## config.mk

```make
export PLATFORM = sky130hd
export DESIGN_NAME = ehte_mod
export DESIGN_NICKNAME = d
export VERILOG_FILES = /design/src/rtl/ehte_pkg.sv /design/src/rtl/ehte_mod.sv
export SDC_FILE = /design/constraint.sdc
export NUM_CORES = 1
export LEC_CHECK = 0
export BUFFER_PORTS_ARGS = -buffer_cell sky130_fd_sc_hd__clkbuf_2
export CORE_MARGIN = 4
export CORE_UTILIZATION = 43
export CTS_CLUSTER_SIZE = 10
export DETAILED_ROUTE_END_ITERATION = 12
export PLACE_DENSITY = 0.65
export REMOVE_ABC_BUFFERS = 1
export SLEW_MARGIN = 20
export SYNTH_ARGS = -nofsm -noshare
export SYNTH_HDL_FRONTEND = slang
export SYNTH_SLANG_ARGS = --single-unit
```

## constraint.sdc

```tcl
create_clock -name clk -period 2.95 [get_ports clk]
set_clock_uncertainty 0.05 [all_clocks]
set_input_delay 0.1475 -clock clk [delete_from_list [all_inputs] [get_ports clk]]
set_output_delay 0.1475 -clock clk [all_outputs]
set_load 0.02 [all_outputs]
```

## src/rtl/ehte_pkg.sv

```systemverilog
// shared types, constants and helpers for the expiring hash table engine
// no dependencies; imported by every module of the block
package ehte_pkg;

  localparam int unsigned DEPTH_DEF       = 1024;
  localparam int unsigned KEY_BYTES_DEF   = 8;
  localparam int unsigned VALUE_BYTES_DEF = 8;

  localparam int unsigned HASH_W   = 32;
  localparam int unsigned EXP_W    = 33;
  localparam int unsigned LEN_W    = 4;
  localparam int unsigned DATA_W   = 64;
  localparam int unsigned STATUS_W = 3;
  localparam int unsigned SLOTS_W  = 11;
  localparam int unsigned MAXREC_W = 5;
  localparam int unsigned CFG_W    = 11;

  localparam logic OP_PUT = 1'b0;
  localparam logic OP_GET = 1'b1;

  localparam logic CFG_ACTIVE_SLOTS = 1'b0;
  localparam logic CFG_MAX_RECORD   = 1'b1;

  localparam logic [STATUS_W-1:0] STAT_INSERTED  = 3'd0;
  localparam logic [STATUS_W-1:0] STAT_UPDATED   = 3'd1;
  localparam logic [STATUS_W-1:0] STAT_FOUND     = 3'd2;
  localparam logic [STATUS_W-1:0] STAT_NOT_FOUND = 3'd3;
  localparam logic [STATUS_W-1:0] STAT_TOO_LARGE = 3'd4;

  typedef struct packed {
    logic [HASH_W-1:0]       hash;
    logic signed [EXP_W-1:0] expiry;
  } slot_data_t;

  // keeps the low len bytes of a 64-bit word
  function automatic logic [DATA_W-1:0] byte_mask(input logic [LEN_W-1:0] len);
    logic [DATA_W-1:0] m;
    m = '0;
    for (int i = 0; i < DATA_W / 8; i++) begin
      if (i < int'(len)) m[i*8 +: 8] = 8'hff;
    end
    return m;
  endfunction

endpackage

```

## src/rtl/ehte_mod.sv

```systemverilog
// iterative remainder unit, one quotient bit per cycle
// depends on ehte_pkg
module ehte_mod
  import ehte_pkg::*;
#(
  parameter int unsigned NW = 11
) (
  input  logic              clk,
  input  logic              rst_n,
  input  logic              start,
  input  logic [HASH_W-1:0] dividend,
  input  logic [NW-1:0]     divisor,
  output logic              done,
  output logic [NW-1:0]     rem
);

  localparam int unsigned CW = $clog2(HASH_W + 1);

  logic [CW-1:0]     cnt_r;
  logic [HASH_W-1:0] q_r;
  logic [NW-1:0]     rem_r;
  logic              done_r;
  logic [NW:0]       trial;
  logic [NW:0]       rem_nxt;

  always_comb begin
    trial   = {rem_r, q_r[HASH_W-1]};
    rem_nxt = (trial >= {1'b0, divisor}) ? trial - {1'b0, divisor} : trial;
  end

  always_ff @(posedge clk) begin
    if (!rst_n) begin
      cnt_r  <= '0;
      done_r <= 1'b0;
    end else begin
      done_r <= 1'b0;
      if (start) begin
        cnt_r <= CW'(HASH_W);
        rem_r <= '0;
        q_r   <= dividend;
      end else if (cnt_r != '0) begin
        rem_r <= rem_nxt[NW-1:0];
        q_r   <= {q_r[HASH_W-2:0], 1'b0};
        cnt_r <= cnt_r - 1'b1;
        if (cnt_r == CW'(1)) done_r <= 1'b1;
      end
    end
  end

  assign done = done_r;
  assign rem  = rem_r;

endmodule

```

# Word level (Yosys, flattened, before mapping)
# Index checks and enable logic that the tools add are counted.
[word_totals]
out_inout_bits = 12
inputBits = 46
word_cells = 23
ff_bits = 50
[op_classes]
magnitude_cmp = 1
n_eq_ne = 1
add_sub_neg = 2
bitwise_logic = 2
mux = 7
reduce_logical = 5
[ops]
columns = ["op", "count"]
rows = [
  ["32-bit 2-to-1 mux", 2],
  ["11-bit 2-to-1 mux", 2],
  ["12-bit by 11-bit greater-or-equal comparator with 1-bit output", 1],
  ["6-bit 2-to-1 mux", 2],
  ["11-bit subtractor", 1],
  ["6-bit by 1-bit equality test with 1-bit output (second input constant)", 1],
  ["6-bit nonzero test", 1],
  ["6-bit by 1-bit subtractor with 6-bit output (second input constant)", 1],
  ["3-bit OR reduction", 1],
  ["1-bit NOT", 2],
  ["2-bit AND reduction", 1],
  ["2-bit nonzero test", 1],
  ["2-bit OR reduction", 1],
  ["1-bit 2-to-1 mux", 1],
]

# Depth between registers and ports, before layout
[depth]
word_depth = 3
mapped_depth = 10
mapped_depth_nobuf = 9

# Least setup slack after synthesis
# No wires, ideal clock.
[synth_timing]
kind = "register to register"
start = "register rem_r[0] (netlist: rem[0])"
end = "register rem_r[9] (netlist: rem[9]) (data pin)"
setup_ns = 0.169
period_less_slack_ns = 2.442
stages_incl_launch_ff = 9
n_path_buf = 0
arrival_ns = 2.223
t_required_ns = 2.731
slack_ns = 0.508
cell_sequence = "edfxtp_1 inv_1 fa_1 nand2b_1 a21oi_2 o21ai_4 nor3b_4 or3_1 o31ai_1"
[synth_via]
elab_chain_cells = 3
elab_cells_between_ends = 4
classes_between = "add/sub: 1; order compare: 1; mux: 2"
[synth_rtl]
columns = ["item", "line", "text"]
rows = [
  ["from (decl)", "ehte_mod.sv:21", "logic [NW-1:0] rem_r;"],
  ["from (signal assigned)", "ehte_mod.sv:42", "rem_r <= rem_nxt[NW-1:0];"],
  ["11-bit subtractor or 12-bit by 11-bit greater-or-equal comparator with 1-bit output (tied branches)", "ehte_mod.sv:28", "rem_nxt = (trial >= {1'b0, divisor}) ? trial - {1'b0, divisor} : trial;"],
  ["11-bit 2-to-1 mux *", "ehte_mod.sv:28", ""],
  ["11-bit 2-to-1 mux *", "ehte_mod.sv:41", "end else if (cnt_r != '0) begin"],
]
# Every way passes the cells marked *; elsewhere a longest branch is shown, timed or not. The select of a mux whose other input is x is not followed.
# A chain may end at the register's enable or synchronous reset.

# Worst setup path after layout
[layout_timing]
start = "register q_r[31]"
end = "register rem_r[10] (netlist: rem[10]) (data pin)"
[layout_via]
elab_chain_cells = 3
elab_cells_between_ends = 4
classes_between = "add/sub: 1; order compare: 1; mux: 2"
[layout_rtl]
columns = ["item", "line", "text"]
rows = [
  ["from (decl)", "ehte_mod.sv:20", "logic [HASH_W-1:0] q_r;"],
  ["from (signal assigned)", "ehte_mod.sv:40", "q_r <= dividend;"],
  ["from (signal assigned)", "ehte_mod.sv:43", "q_r <= {q_r[HASH_W-2:0], 1'b0};"],
  ["11-bit subtractor or 12-bit by 11-bit greater-or-equal comparator with 1-bit output (tied branches)", "ehte_mod.sv:28", ""],
  ["11-bit 2-to-1 mux *", "ehte_mod.sv:28", ""],
  ["11-bit 2-to-1 mux *", "ehte_mod.sv:41", ""],
]
# Marks and branches as above.

==> summary.md <==
| Metric | Value |
|---|---|
| Async S/R FF share, synth | `0%` |
| Total number of vias | `1880` |
| Drt first pass iters | `4` |
| PwrDens | `between 700 and 800 nW/um2` |
| Clock latency on the worst-skew pair | `~0.30 ns` |
| Critical R2R Launch | `q_r[31]` |
| Rel. slew slack | `between 60 and 70%` |
| Die X | `around 88 um` |
| Fin. max-slew vios | `0` |
| Synth Instances | `around 230` |
| Status | `finished, final reports clean` |
| Drt initial violations | `65` |
| Hold Slack | `~0.042 ns` |
| Fmax | `roughly 370 MHz` |
| Synth area leader | `edfxtp_1` |
| Post-Syn Area | `roughly 2800 um2` |
| Synth warnings | `0` |
| Worst path required time | `between 3 and 4 ns` |
| Synth Register Bits | `50` |
| Maxcap violations | `0` |
| WHS Endpoint | `cnt_r[5]` |
| Reg2Reg Depth | `10` |
| Cts hold-fix bufs | `0` |
| Drt total wl | `~5 mm` |
| Post-synth top cells | `edfxtp_1 (43), mux2_2 (32), inv_1 (17)` |
| Maximum VDD drop | `about 380 uV` |
| Number of diodes | `0` |
| Final Hold Fails | `0` |
| Arrival @ worst endpoint | `~2.8 ns` |
| Power, Total | `roughly 0.0023 W` |
| Final net count | `352` |
| GRT Total Usage | `14.2%` |
| CTS tree | `yes` |
| Worst hold start | `rst_n` |
| CTS sink cnt | `50` |
| Synthesis-to-layout area growth | `16.4%` |
| Post-route cell area | `~3200 um2` |
| CTS resizes | `0` |
| # port buffers | `between 50 and 60` |
| Placed Area | `around 3100 um2` |
| Row count | `28` |
| Fill cell count | `between 500 and 600` |
| Post-placement setup slack | `~0.26 ns` |
| CORE AREA | `~6000 um2` |
| Most common cell in the netlist | `edfxtp_1` |
| Clock-pin slew on the worst setup and hold paths | `0.09 ns` |
| Routed vias/inst | `around 5` |
| CTS root buffer | `clkbuf_8` |
| Largest cells by area after synthesis | `edfxtp_1 (47%), mux2_2 (13%), ha_1 (5.9%), dfxtp_1 (5.1%), inv_1 (2.3%)` |
| RSZ-0062 raised after global routing | `false` |
| Setup violators final | `0` |
| # DRC | `0` |
| Final period utilization | `90.5%` |
| Flop2flop setup slack | `about 0.28 ns` |
| Final WS setup | `roughly 0.28 ns` |
| Yosys top cell area share | `46.7%` |
| Worst hold-check path type | `primary input to flip-flop` |
| Post-DP HPWL | `roughly 3.8 mm` |
| Die area | `7770 um2` |
| Top_reg_cell synth | `edfxtp_1` |
| Initial antenna violation count | `0` |
| # IOs | `just under 60` |
| Postcts setup bufs | `0` |
| Clk buf depth | `2` |
| Die H | `just under 90 um` |
| Synth unique cells | `38` |
| FF-to-FF End | `rem[10]` |
| Least-Margin Pin Slew | `0.596 ns` |
| CP max FO | `9` |
| Antenna-violating nets left | `0` |
| Tmin final | `between 2 and 3 ns` |
| Static Leakage | `roughly 1.3 nW` |
| Vias in the first global route | `1829` |
| CP endpoint kind | `flip-flop` |
| Grt ovf | `0` |
| Setup TNS | `0 ns` |
| Wire per inst | `~14 um` |
| Num CTS Buffers | `5` |
| Hold depth | `2` |
| H-tree depth | `2` |
| Global-route wire length before repair | `around 8.6 mm` |
| Gpl congestion | `between 0.7 and 0.8` |
| Startpoint types | `flip-flop` |
| Starting Density | `a little under half` |
| EDFF count, synth | `43` |
| Share of cells above drive strength 1 | `about two fifths` |
| Synth Area per Inst | `about 12 um2` |
| Worst setup path class | `flip-flop to flip-flop` |
| Sequential fraction of the synthesis area | `51.8%` |
| Pin count of the biggest net entering global routing | `between 40 and 50` |
==> critical path, stage by stage (launching register included) <==
cell      delay [ns]
edfxtp_1        0.34
inv_1           0.04
ha_1            0.19
fa_1            0.39
nand2b_1        0.19
a21oi_2         0.24
o21ai_4         0.10
nor3b_4         0.16
buf_4           0.18
or3_1           0.38
o31ai_1         0.25
==> worst max-delay path by stage <==
stage              end  cells after the start    start
2_1_floorplan  rem[10]                      7   rem[4]
3_3_place_gp   rem[10]                     10  q_r[31]
3_5_place_dp   rem[10]                     10  q_r[31]
4_1_cts        rem[10]                     10  q_r[31]
5_1_grt        rem[10]                     10  q_r[31]
6_report       rem[10]                     10  q_r[31]
==> report_power, final <==
group	internal, W	switching, W	leakage [nW]
Combinational	0.000392	0.000497	0.801
Clock	0.000164	0.000206	0.0383
Sequential	0.000941	0.0000703	0.476
==> cell type report <==
type                            count  area, um2  area share [%]
Tap cell                           75       93.8            2.92
Sequential cell                    50       1430            44.5
Timing Repair Buffer               61        315            9.80
Inverter                           17       63.8            1.98
Multi-Input combinational cell    157       1240            38.4
Clock buffer                        7       76.3            2.37
==> stage by stage <==
stage	utilization (%)	cells
floorplan	-	224
global placement	51.8	360
detailed placement	51.8	360
CTS	53.1	367
global route	53.1	367
finish	53.1	367
==> cells in the final DEF, fill, tap and decap left out, types with 2 or more instances in the layout <==
master / instances
clkbuf_2: 57
edfxtp_1: 43
mux2_2: 32
inv_1: 17
nor2_1: 14
ha_1: 13
a21oi_1: 11
o21ai_0: 11
nand2_1: 9
o21ai_1: 7
dfxtp_1: 7
nand2b_1: 6
xnor2_1: 6
o211ai_1: 5
a21oi_2: 5
or3_2: 5
clkbuf_8: 5
nor2b_1: 4
xor2_1: 4
buf_4: 4
nor3_1: 3
o21a_1: 3
or3_1: 2
o31ai_1: 2
clkbuf_1: 2
==> sequential cells by signal (all words and copies together) (netlist names) <==
signal and flops:
q_r 32, rem 11, cnt_r 6, done 1
==> cells by family (layout without fill, tap and decap cells) <==
group / Yosys count / after routing / share of synthesized area, %
AOI/OAI and AO/OA: 50 / 50 / 11.6
xor gates and xnor gates: 10 / 10 / 3.17
adders and majority gates: 14 / 14 / 6.61
buffers and inverters: 24 / 85 / 3.53
DFF: 50 / 50 / 51.8
muxes: 32 / 32 / 13.0
and+or+nand+nor: 51 / 51 / 10.2
==> metal layers <==
metal | share of wire [%] | vias up | global-route usage [%]
li1 | - | 966 | -
met1 | 46 | 861 | 19.4
met2 | 46 | 51 | 22.2
met3 | 7.4 | 2 | 4.61
met4 | 0.49 | 0 | 3.30
met5 | 0 | - | 0
Power figures use the tool's default switching activity.
